### src/macd_pkg.sv
`timescale 1ns / 1ps
// Shared types and constants for the MACD crossover trader.
// No dependencies; every other file refers to this package by scoped names.
package macd_pkg;

    localparam int PRICE_W = 32;
    localparam int ALPHA_W = 17;
    localparam int LIMIT_W = 10;
    localparam int POS_W   = 11;
    localparam int MACD_W  = 33;
    localparam int SIG_W   = 34;
    localparam int BAL_W   = 64;
    localparam int MUL_A_W = 18;
    localparam int MUL_B_W = 35;
    localparam int PROD_W  = MUL_A_W + MUL_B_W;
    localparam int FRAC_W  = 16;
    localparam int CFG_IDX_W = 2;

    localparam logic [ALPHA_W-1:0] ALPHA_ONE = 17'd65536;

    localparam logic [ALPHA_W-1:0] ALPHA_LONG_RST   = 17'd4096;
    localparam logic [ALPHA_W-1:0] ALPHA_SHORT_RST  = 17'd8192;
    localparam logic [ALPHA_W-1:0] ALPHA_SIGNAL_RST = 17'd13107;
    localparam logic [LIMIT_W-1:0] MAX_POS_RST      = 10'd5;

    typedef enum logic [CFG_IDX_W-1:0] {
        REG_ALPHA_LONG   = 2'd0,
        REG_ALPHA_SHORT  = 2'd1,
        REG_ALPHA_SIGNAL = 2'd2,
        REG_MAX_POSITION = 2'd3
    } cfg_index_t;

    typedef enum logic [1:0] {
        ACT_NONE = 2'd0,
        ACT_BUY  = 2'd1,
        ACT_SELL = 2'd2
    } action_t;

    typedef enum logic [3:0] {
        ST_IDLE,
        ST_SEED,
        ST_MUL_LONG,
        ST_UPD_LONG,
        ST_UPD_SHORT,
        ST_MACD,
        ST_MUL_SIG,
        ST_UPD_SIG,
        ST_TRADE,
        ST_SQ_MUL,
        ST_SQ_ADD,
        ST_EMIT
    } ctrl_state_t;

    typedef enum logic [3:0] {
        OP_NONE,
        OP_LOAD,
        OP_SEED,
        OP_MUL_LONG,
        OP_UPD_LONG,
        OP_UPD_SHORT,
        OP_MACD,
        OP_MUL_SIG,
        OP_UPD_SIG,
        OP_TRADE,
        OP_SQ_MUL,
        OP_SQ_ADD,
        OP_EMIT
    } dp_op_t;

    typedef struct packed {
        dp_op_t op;
    } dp_cmd_t;

    typedef struct packed {
        logic start;
        logic last;
        logic out_free;
    } dp_status_t;

endpackage

### src/macd_ifs.sv
`timescale 1ns / 1ps
// Valid/ready channels for price items and result items.
// Depends on macd_pkg for field widths.
interface macd_price_if;
    logic                         valid;
    logic                         ready;
    logic [macd_pkg::PRICE_W-1:0] close_price;
    logic                         start_flag;
    logic                         end_flag;

    modport source (output valid, close_price, start_flag, end_flag, input ready);
    modport sink (input valid, close_price, start_flag, end_flag, output ready);
endinterface

interface macd_result_if;
    logic                               valid;
    logic                               ready;
    logic signed [macd_pkg::MACD_W-1:0] macd_value;
    logic signed [macd_pkg::MACD_W-1:0] signal_value;
    logic [1:0]                         trade_action;
    logic                               squared_off;
    logic signed [macd_pkg::POS_W-1:0]  position_now;
    logic signed [macd_pkg::BAL_W-1:0]  balance_now;

    modport source (output valid, macd_value, signal_value, trade_action, squared_off,
                    position_now, balance_now, input ready);
    modport sink (input valid, macd_value, signal_value, trade_action, squared_off,
                  position_now, balance_now, output ready);
endinterface

### src/macd_ctrl.sv
`timescale 1ns / 1ps
// Sequencer for the trader: steps one item through the shared multiplier.
// Depends on macd_pkg for the state, command and status types.
module macd_ctrl
(
    input  logic                  clk,
    input  logic                  rst_n,
    input  logic                  in_valid,
    output logic                  in_ready,
    input  macd_pkg::dp_status_t  status,
    output macd_pkg::dp_cmd_t     cmd
);

    macd_pkg::ctrl_state_t state_reg;
    macd_pkg::ctrl_state_t state_next;

    always_ff @(posedge clk or negedge rst_n)
    begin
        if (!rst_n)
        begin
            state_reg <= macd_pkg::ST_IDLE;
        end
        else
        begin
            state_reg <= state_next;
        end
    end

    always_comb
    begin
        state_next = state_reg;
        in_ready   = 1'b0;
        cmd.op     = macd_pkg::OP_NONE;
        unique case (state_reg)
            macd_pkg::ST_IDLE:
            begin
                in_ready = 1'b1;
                if (in_valid)
                begin
                    cmd.op     = macd_pkg::OP_LOAD;
                    state_next = macd_pkg::ST_SEED;
                end
            end
            macd_pkg::ST_SEED:
            begin
                // A start item skips the averaging and trading steps.
                if (status.start)
                begin
                    cmd.op     = macd_pkg::OP_SEED;
                    state_next = status.last ? macd_pkg::ST_SQ_MUL : macd_pkg::ST_EMIT;
                end
                else
                begin
                    state_next = macd_pkg::ST_MUL_LONG;
                end
            end
            macd_pkg::ST_MUL_LONG:
            begin
                cmd.op     = macd_pkg::OP_MUL_LONG;
                state_next = macd_pkg::ST_UPD_LONG;
            end
            macd_pkg::ST_UPD_LONG:
            begin
                cmd.op     = macd_pkg::OP_UPD_LONG;
                state_next = macd_pkg::ST_UPD_SHORT;
            end
            macd_pkg::ST_UPD_SHORT:
            begin
                cmd.op     = macd_pkg::OP_UPD_SHORT;
                state_next = macd_pkg::ST_MACD;
            end
            macd_pkg::ST_MACD:
            begin
                cmd.op     = macd_pkg::OP_MACD;
                state_next = macd_pkg::ST_MUL_SIG;
            end
            macd_pkg::ST_MUL_SIG:
            begin
                cmd.op     = macd_pkg::OP_MUL_SIG;
                state_next = macd_pkg::ST_UPD_SIG;
            end
            macd_pkg::ST_UPD_SIG:
            begin
                cmd.op     = macd_pkg::OP_UPD_SIG;
                state_next = macd_pkg::ST_TRADE;
            end
            macd_pkg::ST_TRADE:
            begin
                cmd.op     = macd_pkg::OP_TRADE;
                state_next = status.last ? macd_pkg::ST_SQ_MUL : macd_pkg::ST_EMIT;
            end
            macd_pkg::ST_SQ_MUL:
            begin
                cmd.op     = macd_pkg::OP_SQ_MUL;
                state_next = macd_pkg::ST_SQ_ADD;
            end
            macd_pkg::ST_SQ_ADD:
            begin
                cmd.op     = macd_pkg::OP_SQ_ADD;
                state_next = macd_pkg::ST_EMIT;
            end
            macd_pkg::ST_EMIT:
            begin
                // Wait until the output register is empty or being drained.
                if (status.out_free)
                begin
                    cmd.op     = macd_pkg::OP_EMIT;
                    state_next = macd_pkg::ST_IDLE;
                end
            end
            default:
            begin
                state_next = macd_pkg::ST_IDLE;
            end
        endcase
    end

    ast_ready_only_idle: assert property (@(posedge clk) disable iff (!rst_n)
        in_ready |-> (cmd.op == macd_pkg::OP_NONE || cmd.op == macd_pkg::OP_LOAD))
        else $error("input ready outside of the idle state");

    ast_load_then_seed: assert property (@(posedge clk) disable iff (!rst_n)
        cmd.op == macd_pkg::OP_LOAD |=> state_reg == macd_pkg::ST_SEED)
        else $error("accepted item did not enter the seed check");

    ast_emit_needs_room: assert property (@(posedge clk) disable iff (!rst_n)
        cmd.op == macd_pkg::OP_EMIT |-> status.out_free)
        else $error("result written while output register was full");

endmodule

### src/macd_datapath.sv
`timescale 1ns / 1ps
// Datapath of the trader: averages, signal line, position, balance, one shared
// multiplier, configuration registers and the output register. Uses macd_pkg.
module macd_datapath
(
    input  logic                                   clk,
    input  logic                                   rst_n,
    input  macd_pkg::dp_cmd_t                      cmd,
    output macd_pkg::dp_status_t                   status,
    input  logic                                   cfg_we,
    input  logic [macd_pkg::CFG_IDX_W-1:0]         cfg_index,
    input  logic [macd_pkg::ALPHA_W-1:0]           cfg_data,
    input  logic [macd_pkg::PRICE_W-1:0]           close_price,
    input  logic                                   start_flag,
    input  logic                                   end_flag,
    output logic                                   out_valid,
    input  logic                                   out_ready,
    output logic signed [macd_pkg::MACD_W-1:0]     macd_value,
    output logic signed [macd_pkg::MACD_W-1:0]     signal_value,
    output logic [1:0]                             trade_action,
    output logic                                   squared_off,
    output logic signed [macd_pkg::POS_W-1:0]      position_now,
    output logic signed [macd_pkg::BAL_W-1:0]      balance_now
);

    localparam int SHIFT_W = macd_pkg::PROD_W - macd_pkg::FRAC_W;

    // Configuration registers.
    logic [macd_pkg::ALPHA_W-1:0] alpha_long_reg;
    logic [macd_pkg::ALPHA_W-1:0] alpha_short_reg;
    logic [macd_pkg::ALPHA_W-1:0] alpha_signal_reg;
    logic [macd_pkg::LIMIT_W-1:0] max_pos_reg;
    logic [macd_pkg::ALPHA_W-1:0] cfg_alpha;

    // Trader state.
    logic [macd_pkg::PRICE_W-1:0]       long_reg;
    logic [macd_pkg::PRICE_W-1:0]       short_reg;
    logic signed [macd_pkg::SIG_W-1:0]  sig_reg;
    logic signed [macd_pkg::POS_W-1:0]  held_reg;
    logic signed [macd_pkg::BAL_W-1:0]  bal_reg;

    // Per-item working registers.
    logic [macd_pkg::PRICE_W-1:0]       price_reg;
    logic                               start_reg;
    logic                               last_reg;
    logic signed [macd_pkg::MACD_W-1:0] macd_reg;
    logic signed [macd_pkg::PROD_W-1:0] prod_reg;
    logic [1:0]                         action_reg;
    logic                               closed_reg;

    // Output register.
    logic                               out_valid_reg;
    logic signed [macd_pkg::MACD_W-1:0] out_macd_reg;
    logic signed [macd_pkg::MACD_W-1:0] out_sig_reg;
    logic [1:0]                         out_action_reg;
    logic                               out_closed_reg;
    logic signed [macd_pkg::POS_W-1:0]  out_pos_reg;
    logic signed [macd_pkg::BAL_W-1:0]  out_bal_reg;

    logic signed [macd_pkg::MUL_A_W-1:0] mul_a;
    logic signed [macd_pkg::MUL_B_W-1:0] mul_b;
    logic signed [macd_pkg::PROD_W-1:0]  mul_p;
    logic signed [macd_pkg::MACD_W-1:0]  diff_long;
    logic signed [macd_pkg::MACD_W-1:0]  diff_short;
    logic signed [macd_pkg::MUL_B_W-1:0] diff_sig;
    logic signed [SHIFT_W-1:0]           step;
    logic signed [SHIFT_W-1:0]           long_sum;
    logic signed [SHIFT_W-1:0]           short_sum;
    logic signed [SHIFT_W-1:0]           sig_sum;
    logic signed [macd_pkg::SIG_W-1:0]   macd_ext;
    logic signed [macd_pkg::POS_W-1:0]   limit;
    logic signed [macd_pkg::POS_W-1:0]   neg_limit;
    logic                                buy;
    logic                                sell;
    logic signed [macd_pkg::BAL_W-1:0]   price_wide;
    logic signed [macd_pkg::BAL_W-1:0]   trade_delta;
    logic signed [macd_pkg::BAL_W-1:0]   trade_bal;
    logic signed [macd_pkg::BAL_W-1:0]   square_delta;
    logic signed [macd_pkg::BAL_W-1:0]   square_bal;

    function automatic logic signed [macd_pkg::BAL_W-1:0] sat_add(
        input logic signed [macd_pkg::BAL_W-1:0] a,
        input logic signed [macd_pkg::BAL_W-1:0] b
    );
        logic signed [macd_pkg::BAL_W:0] sum;
        logic signed [macd_pkg::BAL_W-1:0] result;
        sum = {a[macd_pkg::BAL_W-1], a} + {b[macd_pkg::BAL_W-1], b};
        if (sum[macd_pkg::BAL_W] != sum[macd_pkg::BAL_W-1])
        begin
            // Overflow: clamp toward the sign of the true sum.
            result = sum[macd_pkg::BAL_W] ? {1'b1, {(macd_pkg::BAL_W-1){1'b0}}}
                                          : {1'b0, {(macd_pkg::BAL_W-1){1'b1}}};
        end
        else
        begin
            result = sum[macd_pkg::BAL_W-1:0];
        end
        return result;
    endfunction

    // Alphas above one are stored as one, which keeps the averages in range.
    assign cfg_alpha = (cfg_data > macd_pkg::ALPHA_ONE) ? macd_pkg::ALPHA_ONE : cfg_data;

    always_ff @(posedge clk or negedge rst_n)
    begin
        if (!rst_n)
        begin
            alpha_long_reg   <= macd_pkg::ALPHA_LONG_RST;
            alpha_short_reg  <= macd_pkg::ALPHA_SHORT_RST;
            alpha_signal_reg <= macd_pkg::ALPHA_SIGNAL_RST;
            max_pos_reg      <= macd_pkg::MAX_POS_RST;
        end
        else if (cfg_we)
        begin
            unique case (macd_pkg::cfg_index_t'(cfg_index))
                macd_pkg::REG_ALPHA_LONG:   alpha_long_reg   <= cfg_alpha;
                macd_pkg::REG_ALPHA_SHORT:  alpha_short_reg  <= cfg_alpha;
                macd_pkg::REG_ALPHA_SIGNAL: alpha_signal_reg <= cfg_alpha;
                macd_pkg::REG_MAX_POSITION:
                    max_pos_reg <= cfg_data[macd_pkg::LIMIT_W-1:0];
                default: ;
            endcase
        end
    end

    assign diff_long  = $signed({1'b0, price_reg}) - $signed({1'b0, long_reg});
    assign diff_short = $signed({1'b0, price_reg}) - $signed({1'b0, short_reg});
    assign diff_sig   = {{2{macd_reg[macd_pkg::MACD_W-1]}}, macd_reg}
                        - {sig_reg[macd_pkg::SIG_W-1], sig_reg};

    // Operand selection for the one shared multiplier.
    always_comb
    begin
        mul_a = '0;
        mul_b = '0;
        case (cmd.op)
            macd_pkg::OP_MUL_LONG:
            begin
                mul_a = $signed({1'b0, alpha_long_reg});
                mul_b = {{2{diff_long[macd_pkg::MACD_W-1]}}, diff_long};
            end
            macd_pkg::OP_UPD_LONG:
            begin
                mul_a = $signed({1'b0, alpha_short_reg});
                mul_b = {{2{diff_short[macd_pkg::MACD_W-1]}}, diff_short};
            end
            macd_pkg::OP_MUL_SIG:
            begin
                mul_a = $signed({1'b0, alpha_signal_reg});
                mul_b = diff_sig;
            end
            macd_pkg::OP_SQ_MUL:
            begin
                mul_a = {{(macd_pkg::MUL_A_W-macd_pkg::POS_W){held_reg[macd_pkg::POS_W-1]}},
                         held_reg};
                mul_b = $signed({3'b000, price_reg});
            end
            default:
            begin
                mul_a = '0;
                mul_b = '0;
            end
        endcase
    end

    assign mul_p = mul_a * mul_b;

    // Arithmetic shift by the fraction width rounds toward minus infinity.
    assign step      = prod_reg[macd_pkg::PROD_W-1:macd_pkg::FRAC_W];
    assign long_sum  = $signed({5'b0, long_reg}) + step;
    assign short_sum = $signed({5'b0, short_reg}) + step;
    assign sig_sum   = {{(SHIFT_W-macd_pkg::SIG_W){sig_reg[macd_pkg::SIG_W-1]}}, sig_reg}
                       + step;

    assign macd_ext  = {macd_reg[macd_pkg::MACD_W-1], macd_reg};
    assign limit     = $signed({1'b0, max_pos_reg});
    assign neg_limit = -limit;
    assign buy       = (macd_ext > sig_reg) && (held_reg < limit);
    assign sell      = (macd_ext < sig_reg) && (held_reg > neg_limit);

    assign price_wide   = $signed({32'b0, price_reg});
    assign trade_delta  = buy ? -price_wide : price_wide;
    assign trade_bal    = sat_add(bal_reg, trade_delta);
    assign square_delta = {{(macd_pkg::BAL_W-macd_pkg::PROD_W){prod_reg[macd_pkg::PROD_W-1]}},
                           prod_reg};
    assign square_bal   = sat_add(bal_reg, square_delta);

    always_ff @(posedge clk or negedge rst_n)
    begin
        if (!rst_n)
        begin
            long_reg   <= '0;
            short_reg  <= '0;
            sig_reg    <= '0;
            held_reg   <= '0;
            bal_reg    <= '0;
            start_reg  <= 1'b0;
            last_reg   <= 1'b0;
        end
        else
        begin
            case (cmd.op)
                macd_pkg::OP_LOAD:
                begin
                    start_reg <= start_flag;
                    last_reg  <= end_flag;
                end
                macd_pkg::OP_SEED:
                begin
                    long_reg  <= price_reg;
                    short_reg <= price_reg;
                    sig_reg   <= '0;
                end
                macd_pkg::OP_UPD_LONG:
                begin
                    long_reg <= long_sum[macd_pkg::PRICE_W-1:0];
                end
                macd_pkg::OP_UPD_SHORT:
                begin
                    short_reg <= short_sum[macd_pkg::PRICE_W-1:0];
                end
                macd_pkg::OP_UPD_SIG:
                begin
                    sig_reg <= sig_sum[macd_pkg::SIG_W-1:0];
                end
                macd_pkg::OP_TRADE:
                begin
                    if (buy)
                    begin
                        held_reg <= held_reg + 11'sd1;
                        bal_reg  <= trade_bal;
                    end
                    else if (sell)
                    begin
                        held_reg <= held_reg - 11'sd1;
                        bal_reg  <= trade_bal;
                    end
                end
                macd_pkg::OP_SQ_ADD:
                begin
                    held_reg <= '0;
                    bal_reg  <= square_bal;
                end
                default: ;
            endcase
        end
    end

    always_ff @(posedge clk)
    begin
        case (cmd.op)
            macd_pkg::OP_LOAD:
            begin
                price_reg  <= close_price;
                macd_reg   <= '0;
                action_reg <= macd_pkg::ACT_NONE;
                closed_reg <= 1'b0;
            end
            macd_pkg::OP_MUL_LONG, macd_pkg::OP_UPD_LONG, macd_pkg::OP_MUL_SIG,
            macd_pkg::OP_SQ_MUL:
            begin
                prod_reg <= mul_p;
            end
            macd_pkg::OP_MACD:
            begin
                macd_reg <= $signed({1'b0, short_reg}) - $signed({1'b0, long_reg});
            end
            macd_pkg::OP_TRADE:
            begin
                action_reg <= buy ? macd_pkg::ACT_BUY
                            : (sell ? macd_pkg::ACT_SELL : macd_pkg::ACT_NONE);
            end
            macd_pkg::OP_SQ_ADD:
            begin
                closed_reg <= (held_reg != '0);
            end
            default: ;
        endcase
    end

    always_ff @(posedge clk or negedge rst_n)
    begin
        if (!rst_n)
        begin
            out_valid_reg <= 1'b0;
        end
        else if (cmd.op == macd_pkg::OP_EMIT)
        begin
            out_valid_reg <= 1'b1;
        end
        else if (out_ready)
        begin
            out_valid_reg <= 1'b0;
        end
    end

    always_ff @(posedge clk)
    begin
        if (cmd.op == macd_pkg::OP_EMIT)
        begin
            out_macd_reg   <= macd_reg;
            out_sig_reg    <= sig_reg[macd_pkg::MACD_W-1:0];
            out_action_reg <= action_reg;
            out_closed_reg <= closed_reg;
            out_pos_reg    <= held_reg;
            out_bal_reg    <= bal_reg;
        end
    end

    assign status.start    = start_reg;
    assign status.last     = last_reg;
    assign status.out_free = !out_valid_reg || out_ready;

    assign out_valid    = out_valid_reg;
    assign macd_value   = out_macd_reg;
    assign signal_value = out_sig_reg;
    assign trade_action = out_action_reg;
    assign squared_off  = out_closed_reg;
    assign position_now = out_pos_reg;
    assign balance_now  = out_bal_reg;

    ast_square_clears: assert property (@(posedge clk) disable iff (!rst_n)
        cmd.op == macd_pkg::OP_SQ_ADD |=> held_reg == '0)
        else $error("position not cleared by square-off");

    ast_trade_one_unit: assert property (@(posedge clk) disable iff (!rst_n)
        cmd.op == macd_pkg::OP_TRADE |=>
            (held_reg == $past(held_reg) || held_reg == $past(held_reg) + 11'sd1
             || held_reg == $past(held_reg) - 11'sd1))
        else $error("trade moved the position by more than one unit");

    ast_valid_from_emit: assert property (@(posedge clk) disable iff (!rst_n)
        $rose(out_valid_reg) |-> $past(cmd.op == macd_pkg::OP_EMIT))
        else $error("result appeared without a write command");

    ast_no_bad_action: assert property (@(posedge clk) disable iff (!rst_n)
        out_valid_reg |-> out_action_reg != 2'd3)
        else $error("undefined trade action on the output");

endmodule

### src/macd_crossover_trader.sv
`timescale 1ns / 1ps
// Top level of the MACD signal-line crossover trader.
// Joins macd_ctrl and macd_datapath; uses macd_pkg and the channels in macd_ifs.
//
//   Port     Kind           Carries
//   price    valid/ready in close_price, start_flag, end_flag
//   report   valid/ready out macd_value, signal_value, trade_action, squared_off,
//                           position_now, balance_now
//   cfg_*    write only     alpha_long, alpha_short, alpha_signal, max_position
//
// An ordinary item passes the seed check, both average updates, the MACD step,
// the signal update and the trade step; a start item is only seeded. A last
// item then squares off. The steps share the one multiplier, and the next item
// can be accepted in the cycle after the result is written.
// Reset clears the averages, signal line, position and balance and loads the
// register defaults. A result waits in the output register while the next
// item is worked on; the block stalls only when a second result is ready first.
module macd_crossover_trader
(
    input  logic                               clk,
    input  logic                               rst_n,
    macd_price_if.sink                         price,
    macd_result_if.source                      report,
    input  logic                               cfg_we,
    input  logic [macd_pkg::CFG_IDX_W-1:0]     cfg_index,
    input  logic [macd_pkg::ALPHA_W-1:0]       cfg_data
);

    macd_pkg::dp_cmd_t    cmd;
    macd_pkg::dp_status_t status;

    macd_ctrl u_ctrl
    (
        .clk      (clk),
        .rst_n    (rst_n),
        .in_valid (price.valid),
        .in_ready (price.ready),
        .status   (status),
        .cmd      (cmd)
    );

    macd_datapath u_datapath
    (
        .clk          (clk),
        .rst_n        (rst_n),
        .cmd          (cmd),
        .status       (status),
        .cfg_we       (cfg_we),
        .cfg_index    (cfg_index),
        .cfg_data     (cfg_data),
        .close_price  (price.close_price),
        .start_flag   (price.start_flag),
        .end_flag     (price.end_flag),
        .out_valid    (report.valid),
        .out_ready    (report.ready),
        .macd_value   (report.macd_value),
        .signal_value (report.signal_value),
        .trade_action (report.trade_action),
        .squared_off  (report.squared_off),
        .position_now (report.position_now),
        .balance_now  (report.balance_now)
    );

endmodule
### src/flat_wrapper.sv
// flat-port wrapper written by rule: the top's interface ports become plain ports
module macd_crossover_trader_flat 
  (clk, rst_n, cfg_we, cfg_index, cfg_data, price_valid, price_close_price, price_start_flag, price_end_flag, price_ready, report_valid, report_macd_value, report_signal_value, report_trade_action, report_squared_off, report_position_now, report_balance_now, report_ready);
  macd_price_if price_i ();
  macd_result_if report_i ();
  input  logic clk;
  input  logic rst_n;
  input  logic cfg_we;
  input  logic [macd_pkg::CFG_IDX_W-1:0] cfg_index;
  input  logic [macd_pkg::ALPHA_W-1:0] cfg_data;
  input wire logic [$bits(price_i.valid)-1:0] price_valid;
  input wire logic [$bits(price_i.close_price)-1:0] price_close_price;
  input wire logic [$bits(price_i.start_flag)-1:0] price_start_flag;
  input wire logic [$bits(price_i.end_flag)-1:0] price_end_flag;
  output wire logic [$bits(price_i.ready)-1:0] price_ready;
  output wire logic [$bits(report_i.valid)-1:0] report_valid;
  output wire logic [$bits(report_i.macd_value)-1:0] report_macd_value;
  output wire logic [$bits(report_i.signal_value)-1:0] report_signal_value;
  output wire logic [$bits(report_i.trade_action)-1:0] report_trade_action;
  output wire logic [$bits(report_i.squared_off)-1:0] report_squared_off;
  output wire logic [$bits(report_i.position_now)-1:0] report_position_now;
  output wire logic [$bits(report_i.balance_now)-1:0] report_balance_now;
  input wire logic [$bits(report_i.ready)-1:0] report_ready;
  assign price_i.valid = price_valid;
  assign price_i.close_price = price_close_price;
  assign price_i.start_flag = price_start_flag;
  assign price_i.end_flag = price_end_flag;
  assign price_ready = price_i.ready;
  assign report_valid = report_i.valid;
  assign report_macd_value = report_i.macd_value;
  assign report_signal_value = report_i.signal_value;
  assign report_trade_action = report_i.trade_action;
  assign report_squared_off = report_i.squared_off;
  assign report_position_now = report_i.position_now;
  assign report_balance_now = report_i.balance_now;
  assign report_i.ready = report_ready;
  macd_crossover_trader u_core (.clk(clk), .rst_n(rst_n), .price(price_i), .report(report_i), .cfg_we(cfg_we), .cfg_index(cfg_index), .cfg_data(cfg_data));
endmodule
### config.mk
export PLATFORM = sky130hd
export DESIGN_NAME = macd_crossover_trader_flat
export DESIGN_NICKNAME = d
export VERILOG_FILES = /design/src/macd_pkg.sv /design/src/macd_ifs.sv /design/src/macd_ctrl.sv /design/src/macd_datapath.sv /design/src/macd_crossover_trader.sv /design/src/flat_wrapper.sv
export SDC_FILE = /design/constraint.sdc
export NUM_CORES = 2
export LEC_CHECK = 0
export BUFFER_PORTS_ARGS = -buffer_cell sky130_fd_sc_hd__clkbuf_2
export CELL_PAD_IN_SITES_DETAIL_PLACEMENT = 1
export CELL_PAD_IN_SITES_GLOBAL_PLACEMENT = 1
export CORE_MARGIN = 2
export CORE_UTILIZATION = 35
export DETAILED_ROUTE_END_ITERATION = 8
export PLACE_DENSITY = 0.64
export SLEW_MARGIN = 15
export SYNTH_ARGS = -nofsm -noshare
export SYNTH_HDL_FRONTEND = slang
export SYNTH_HIERARCHICAL = 1
export SYNTH_SLANG_ARGS = --single-unit
### constraint.sdc
create_clock -name clk -period 15.8 [get_ports clk]
set_input_delay 1.58 -clock clk [delete_from_list [all_inputs] [get_ports clk]]
set_output_delay 1.58 -clock clk [all_outputs]
set_load 0.05 [all_outputs]
Word-level counts from Yosys, hierarchy flattened
Cells that the tools add are included.

Input bits: 58. Bits in registers: 506. Logic and storage cells: 130.

$mul: 1. Add/subtract/negate cells: 13. Muxes and demuxes: 34. Reductions and logical operators: 22. Magnitude comparators: 5. Equality and inequality tests: 31.

Operator list (number): $mux 64 (7); $pmux 35 s4 (1); $pmux 32 s2 (2); $pmux 64 s2 (1); $sub 32x32->33 (3); $pmux 4 s12 (2); $pmux 18 s4 (1); $pmux 34 s2 (1); $pmux 33 s2 (1); $add 64x53->65 (1); $add 64x64->65 (1); $add 32x32->32 (2); $neg 32->64 (1); $mul 18x35->53 (1); $eq 4x4->1 const B (9); $sub 33x34->35 (1); $add 34x34->34 (1); $gt 33x34->1 (1); $lt 33x34->1 (1); $eq 4x3->1 const B (8); $mux 11 (2); $pmux 11 s2 (1); $gt 17x17->1 const B (1); $mux 17 (1); other kinds (27) (55).

Longest topological paths before layout
Word-level depth: 9. Depth in mapped cells: 41. Depth with buffers taken out: 40.

Modules after synthesis
Netlist, hierarchy kept.

Modules (own cells, without submodules): macd_datapath (cells each 6795, area each 60220.3 um^2, instances 1, sequential area each 13903.3 um^2); macd_ctrl (cells each 42, area each 337.8 um^2, instances 1, sequential area each 100.1 um^2).

Worst setup path before layout
Ideal clock, no wire load.

Path kind: input to register. From: input report_ready. To: register u_core/u_datapath/prod_reg[51] (netlist bit), data pin. Stages on the path: 36. Data arrival time: 9.839 ns. Setup time: 0.258 ns. Required time: 15.542 ns. Setup slack: 5.703 ns. Cells stage by stage: nand2b_1 -> nand2b_2 -> nand3_1 -> o21ai_0 -> clkbuf_1 -> nor2_1 -> nand3_1 -> clkbuf_1 -> nor2_1 -> a2111oi_0 -> nor2_1 -> fa_1 -> inv_1 -> fa_1 -> inv_1 -> fa_1 -> inv_1 -> fa_1 -> inv_1 -> fa_1 -> inv_1 -> fa_1 -> inv_1 -> ha_1 -> a21o_1 -> a21o_1 -> a211o_1 -> o211ai_1 -> a21oi_1 -> a211oi_1 -> o21ai_0 -> a211o_1 -> a221o_1 -> a31o_2 -> a21oi_1 -> xnor2_1.

RTL lines: start: declaration (RTL line flat_wrapper.sv:23) `input wire logic [$bits(report_i.ready)-1:0] report_ready;`; end signal: assignment (RTL line macd_datapath.sv:262) `prod_reg <= mul_p;`; end: declaration (RTL line macd_datapath.sv:47) `logic signed [macd_pkg::PROD_W-1:0] prod_reg;`.

==> impl_metrics.py <==
metrics = {
    "worst_setup_path": {
        "setup.worst_path.start_class": "primary input",
        "cpMaxStageDelayCell": "o21ai_0",
        "slowest_delay_ns": 0.89,
        "timing.critical_path.fanout_max": 35,
        "endpoint_kind": "flop",
        "worst_path_most_repeated_cell": "fa_1",
        "required_ns": 16.25,
        "critical_path_class": "primary input to flop",
        "timing.critical_path.arrival_ns": 12.16,
    },
    "placement": {
        "dpl_hpwl_um": 184000,
        "place.port_buffers": 203,
        "place_inst": 9174,
        "place.gp.congestion": 0.960,
    },
    "clocking": {
        "clock_tree.buffer_depth": 3,
        "htree_num_levels": 2,
        "cts_setup_buffers": 0,
        "holdBufCountCts": 0,
        "clk_pin_slew_worst_paths_ns": 0.08,
        "numCtsBuffers": 58,
        "ctsRootBufferMaster": "clkbuf_16",
        "cts_tree": "built",
        "tritoncts_num_sinks": 506,
        "cts_repair_resize_count": 0,
        "worst_skew_pair.late_latency_ns": 0.72,
    },
    "floorplanning": {
        "die_w_um": 420,
        "io_pins": 204,
        "rows": 152,
        "fp.dieArea_sq_um": 176000,
        "core-area_sq_um": 172000,
        "effective_utilization_at_floorplan": 0.353,
        "die_height_um": 420,
    },
    "routing": {
        "first_pass_iters": 5,
        "post-route-drc-count": 0,
        "drt_iter0_markers": 3549,
        "detail-route-antenna-nets": 0,
        "via_per_inst": 5.57,
        "post_drt_wl_per_cell_um": 24.9,
        "num_vias": 51763,
        "wl_um": 232000,
    },
    "logic_synthesis": {
        "synth_async_sr_flop_share": 0.476,
        "post_synth_inst_count": 6837,
        "synthMuxAreaShare": 0.00411,
        "synth_edf_count": 265,
        "synthesized_area_fraction_occupied_by_ao_oa_aoi_and_oai_cells": 0.180,
        "yosys_warnings": 6,
        "synth.yosys.seq_area_share": 0.231,
        "yosys_reg_bits": 506,
        "synth-main-ff-cell": "edfxtp_1",
        "synthesis.nets": 8019,
        "mappedNetlistArea_sq_um": 60600,
        "synthSimpleGateAreaFrac": 0.147,
        "synth_area_per_cell_sq_um": 8.86,
        "largest_family_of_logic_cells_by_synthesized_area": "adder cells",
        "synth_adder_area_share": 0.308,
        "post_synth_xor_area_fraction": 0.0545,
        "post_synth_num_cell_types": 105,
    },
    "sta": {
        "min_period_over_period": 0.741,
        "fin_skew_ns": 0.0404,
        "fmax_ghz": 0.0854,
        "grt_setup_unrepaired": "no",
        "relSlewSlack": 0.189,
        "report.final.hold_viol_count": 0,
        "finalSetupViolations": 0,
        "setup_tns_ns": 0,
        "finalMaxSlewViolations": 0,
        "final.min_clock_period_ns": 11.71,
        "tightest_slew_ns": 1.21,
    },
    "cells_and_area": {
        "areaGrowthSynthToFinish_pct": 9.32,
        "final.fill_count": 19970,
        "final_layout_size_suffix_gt1_frac": 0.0736,
        "layout.cells.most_common": "inv_1",
        "final_net_count": 8106,
        "layout_common_cells": "inv_1, nand2_1, fa_1, ha_1, nor2_1",
        "stdcell_count": 9286,
    },
    "grt": {
        "grt_start_max_net_pins": 123,
        "via_count_of_the_first_global_routing_pass": 55215,
        "initial_antenna_violation_count": 9,
        "gr-total-overflow": 0,
        "groute.usage.overall": 0.262,
        "first_pass_grt_wire_length_um": 348000,
    },
    "flow_run": {
        "max_cap_violations": 0,
    },
    "worst_hold_path": {
        "hold_class": "flop to flop",
    },
    "run_status": {
        "outcome": "finished, final reports clean",
    },
}
## metal layers
layer / global-route usage / wire (um) / share of wire
met5: 0 / 0 / 0
met4: 0.0997 / 9480 / 0.041
met3: 0.0286 / 11500 / 0.050
met2: 0.442 / 111000 / 0.48
met1: 0.343 / 99500 / 0.43
## metrics by stage
| step | setup slack [ns] | hold WS [ns] | cell area (sq um) | util |
|---|---|---|---|---|
| after global placement | 3.62 | 0.406 | 64200 | 0.374 |
| after global routing | 3.62 | 0.445 | 66200 | 0.385 |
| after CTS | 4.21 | 0.435 | 66200 | 0.385 |
| final | 4.09 | 0.435 | 66200 | 0.385 |
| after detailed placement | 3.45 | 0.417 | 64200 | 0.374 |
| after floorplan | 5.70 | 0.400 | 60600 | - |
## final cells by class
type	count	area (sq um)	area share
multi-input cells	5147	42100	0.636
well taps	2310	2890	0.0437
clock buffers	82	1660	0.0251
flip-flops and latches	506	14000	0.212
repair buffers	312	1860	0.0280
clock inverters	28	300	0.00454
diodes	2	5.00	0.0000756
inverters	899	3370	0.0510
## path summary, 6_finish.rpt
path                                            startpoint  slack, ns  depth (start not counted)                                    end
setup / recovery                              report_ready       4.09                         34         u_core/u_datapath/prod_reg[51]
hold / removal             u_core/u_datapath/action_reg[1]       0.44                          0      u_core/u_datapath/trade_action[1]
setup reg to reg            u_core/u_datapath/price_reg[0]       4.22                         35         u_core/u_datapath/prod_reg[51]
hold reg to reg            u_core/u_datapath/action_reg[1]       0.44                          0      u_core/u_datapath/trade_action[1]
max in group asynchronous                            rst_n      13.63                          2  u_core/u_datapath/alpha_short_reg[12]
min in group asynchronous                            rst_n       0.88                          1           u_core/u_datapath/bal_reg[3]
## critical path, delay by kind of cell
kind	cells	cell delay (ns)
AOI/OAI and AO/OA	12	4.43
adders and majority gates	7	3.49
buffers and inverters	8	1.35
and+or+nand+nor	6	1.15
xor gates and xnor gates	1	0.09
## cells by family (layout without fill, tap and decap cells)
group	Yosys count	count (layout)
multiplexers	23	23
AND/OR/NAND/NOR	1939	1939
flip-flops	506	506
other	0	2
buffers and inverters	1184	1321
XOR/XNOR	377	377
adder cells (fa/ha/maj)	1124	1124
AO/OA/AOI/OAI	1684	1684
## cells in the mapped netlist, types with 24 or more instances
master,number,area (sq um)
a221oi_1,24,210
o21bai_1,64,480
nor4_1,24,150
edfxtp_1,265,7960
ha_1,513,6420
o31ai_1,35,263
a211oi_1,50,375
a31oi_1,70,438
a22oi_1,45,338
o22ai_1,56,350
and2_1,112,701
o21ai_0,357,1790
dfrtp_1,229,5730
and3_1,54,338
nor2_1,496,1860
xnor2_1,237,2080
nand3_1,84,420
nand2_1,775,2910
a21o_1,198,1490
nand4_1,74,463
inv_1,897,3370
nand2b_1,71,444
nor2b_1,55,344
o21a_1,55,413
clkbuf_1,234,878
o211ai_1,41,308
fa_1,611,12200
nor3_1,87,435
xor2_1,140,1230
o22a_1,39,342
or2_2,25,156
a21oi_1,440,2200
Power is left out: the tool's default activity adds up to more than one toggle a clock period on the data nets, which glitch-free logic cannot reach.
